### src/hdl/spc_dly.sv
// ----------------------------------------------------------------------------
// spc_dly: side-band delay line
// Carries data alongside the arithmetic stages, one register per stage.
// ----------------------------------------------------------------------------
module spc_dly #(
	parameter int W = 8,
	parameter int N = 2
) (
	input  logic         clk,
	input  logic         en,
	input  logic [W-1:0] d,
	output logic [W-1:0] q
);
	logic [W-1:0] dl_s [N];

	// First tap loads the incoming word.
	always_ff @(posedge clk) begin
		if (en) begin
			dl_s[0] <= d;
		end
	end

	// Remaining taps shift in lock step with the pipeline.
	for (genvar i = 1; i < N; i++) begin : g_tap
		always_ff @(posedge clk) begin
			if (en) begin
				dl_s[i] <= dl_s[i-1];
			end
		end
	end

	assign q = dl_s[N-1];

endmodule

### config.mk
export PLATFORM = sky130hd
export DESIGN_NAME = spc_dly
export DESIGN_NICKNAME = d
export VERILOG_FILES = /design/src/hdl/spc_dly.sv
export SDC_FILE = /design/constraint.sdc
export NUM_CORES = 1
export LEC_CHECK = 0
export ABC_AREA = 1
export BUFFER_PORTS_ARGS = -buffer_cell sky130_fd_sc_hd__buf_2
export CAP_MARGIN = 10
export CORE_AREA = 2 2 39 41
export DETAILED_ROUTE_END_ITERATION = 12
export DIE_AREA = 0 0 41 43
export PLACE_DENSITY = 0.64
export SLEW_MARGIN = 15
export SYNTH_ARGS = -nofsm -noshare
export SYNTH_HDL_FRONTEND = slang
export SYNTH_SLANG_ARGS = --single-unit
### constraint.sdc
create_clock -name clk -period 1 [get_ports clk]
set_clock_uncertainty 0.1 [all_clocks]
set_input_delay 0.1 -clock clk [delete_from_list [all_inputs] [get_ports clk]]
set_output_delay 0.1 -clock clk [all_outputs]
set_load 0.005 [all_outputs]
==> metrics.md <==
| Metric | Value |
|---|---|
| Status | finished, final reports clean |
| Total length of routed wires | between 600 and 700 um |
| Syn_area_per_cell | ~23 um^2 |
| Post-layout util | about half |
| Longest Clk Path Bufs | 2 |
| GPL Wtd Cong | between 0.5 and 0.6 |
| Setup violations, final | 0 |
| Setup ws final | around 0.023 ns |
| Fin nets | 56 |
| WL per Instance | 10.6 um |
| Max FFs per register | 16 |
| Starting density of the core | around two fifths |
| Via count | between 200 and 250 |
| Setup CP Type | register to output port |
| Sw Pwr | 0.000214 W |
| Port Buf Inserts | 17 |
| Num rows | 14 |
| Residual DRC | 0 |
| Cell area after synthesis | around 540 um^2 |
| Num CTS Buffers | 3 |
| Hold crit path type | input port to register |
| Io pins | 18 |
| Critical path arrival | approximately 0.78 ns |
| Lkg Pwr | 0.272 nW |
| Share of layout cells above drive strength 1 | between 40 and 50% |
| Synth warnings | 0 |
| Max stage delay cell, worst path | edfxtp_1 |
| Filler cells | 132 |
| H-tree lvl count | 1 |
| Largest regs | dl_s: 16 flops |
| Fin Hold WS | about 0.14 ns |
| Chip width | roughly 41 um |
| Largest fanout on the critical path | 1 |
| Final worst path period share | 97.7% |
| Final Hold Vio Count | 0 |
| Delay-heaviest family, CP | flip-flops |
| Setup TNS | 0 ns |
| ANT nets after route | 0 |
| Register bit count reported by yosys | 16 |
| Crit path cell chain | buf_2 |
| Vias per cell | ~4 |
| Clock-pin slew on the worst setup and hold paths | ~0.08 ns |
| Setup crit end kind | output port |
| Die area | roughly 1800 um^2 |
| Slew Viols, Final | 0 |
| Core Region | about 1400 um^2 |
| Worst vdd ir | approximately 0.8 mV |
| Post-CTS Resized | 0 |
| Ant. Diodes | 0 |
| Worst Setup Start Kind | register |
| First-pass DRT Iterations | 2 |
| DP Worst Slack | between 0.15 and 0.2 ns |
| Max-Cap Viols | 0 |
| Flop pwr share | 67.2% |
| Largest net degree at the start of global routing | 17 |
| P_int | between 0.0009 and 0.001 W |
| Comb pwr share | under 10% |
| Worst slew pin tran | approximately 0.33 ns |
| RSZ-0062 raised after global routing | yes |
| Switching share of power | 17.8% |
| Cell area power density | 1730 nW/um^2 |
| Tmin final | ~0.98 ns |
| Mapped Cells | 24 |
| Area Overhead vs Synth | 28.0% |
| CTS tree | yes |
| Post-CTS Setup Bufs | 0 |
| Clk pwr share | between 20% and 30% |
| Clock sinks | 16 |
| Sequential area share after synthesis | between 80% and 90% |
| Initial DRC Count | 2 |
| Synth unique cells | 2 |
| Clock Latency Late Sink | between 0.2 and 0.3 ns |
| WP buf/inv | 1 |
| Root Driver | clkbuf_4 |
| #MultiIn Comb | 0 |
| Seq. cell area | approximately 480 um^2 |
| Vias in the first global route | between 200 and 300 |
| CP peak stage delay | 0.37 ns |
| Total GRT Usage | 8.68% |
| Initial antenna violation count | 0 |
| Pwr Total | between 0.001 and 0.0015 W |
| Crit path required time | ~0.80 ns |
| Overflow after GRT | 0 |
| Largest Register | dl_s |
| Floorplan die height | between 40 and 50 um |
| Fmax | roughly 1 GHz |
| Global-route wire length before repair | 931 um |
| Multi-input combinational cell area | 0 um^2 |
| Syn nets | 34 |
| Relative slew slack | roughly 78% |
## cell type report
type / count / area share [%]
clock buffers: 3 / 3.25
clock inverters: 1 / 0.542
flip-flops and latches: 16 / 69.4
well taps: 16 / 2.89
repair buffers: 25 / 23.9
## power by group through the flow
stage / Sequential [W] / Combinational, W / Clock (W)
after floorplan: 0.000818 / 0.0000319 / 0
after global placement: 0.000817 / 0.0000494 / 0
after detailed placement: 0.000822 / 0.0000513 / 0
after CTS: 0.000806 / 0.0000748 / 0.000338
after global routing: 0.000810 / 0.0000812 / 0.000372
final: 0.000805 / 0.0000739 / 0.000319
## Yosys cell counts, drive strengths merged
| master | count | area [um^2] |
|---|---|---|
| edfxtp | 16 | 480 |
| buf | 8 | 60.1 |
## cells in the final DEF (no fill, tap or decap)
master         synthesis  routed
clkbuf_4               0       3
edfxtp_1              16      16
buf_2                  0      17
clkinv_1               0       1
dlygate4sd3_1          0       8
## worst paths after layout
| kind | from | endpoint | slack (ns) | depth (start not counted) |
|---|---|---|---|---|
| min | en | dl_s[0][10]$_DFFE_PP_ | 0.14 | 1 |
| max reg2reg | dl_s[0][4]$_DFFE_PP_ | dl_s[0][12]$_DFFE_PP_ | 0.27 | 0 |
| max | dl_s[0][13]$_DFFE_PP_ | q[5] | 0.02 | 1 |
| min reg2reg | dl_s[0][0]$_DFFE_PP_ | dl_s[0][8]$_DFFE_PP_ | 0.33 | 0 |
## metrics by stage
| step | instance area (um^2) | cells |
|---|---|---|
| after floorplan | 541 | 24 |
| after CTS | 692 | 61 |
| final | 692 | 61 |
| after global placement | 586 | 49 |
| after detailed placement | 586 | 49 |
| after global routing | 692 | 61 |
## logic make-up (layout without fill, tap and decap cells)
kind of cell	Yosys count	in the layout	synth area share (%)
buffers and inverters	8	29	11.1
DFF	16	16	88.9
## timing repair
item / CTS / global route
endpoints found under the hold margin: 8 / 0
endpoints found under the setup margin: 1 / 5
cloned: 0 / 0
hold buffers: 8 / 0
## per-layer routing
layer  up-vias  global-route usage, %  routed length (um)
li1        122                      -                   -
met1       107                   8.49                 215
met2        13                   13.1                 369
met3         0                   3.14                  62
met4         0                   8.00                   0
met5         -                      0                   0
No activity file was read; power rests on OpenSTA's default activity.
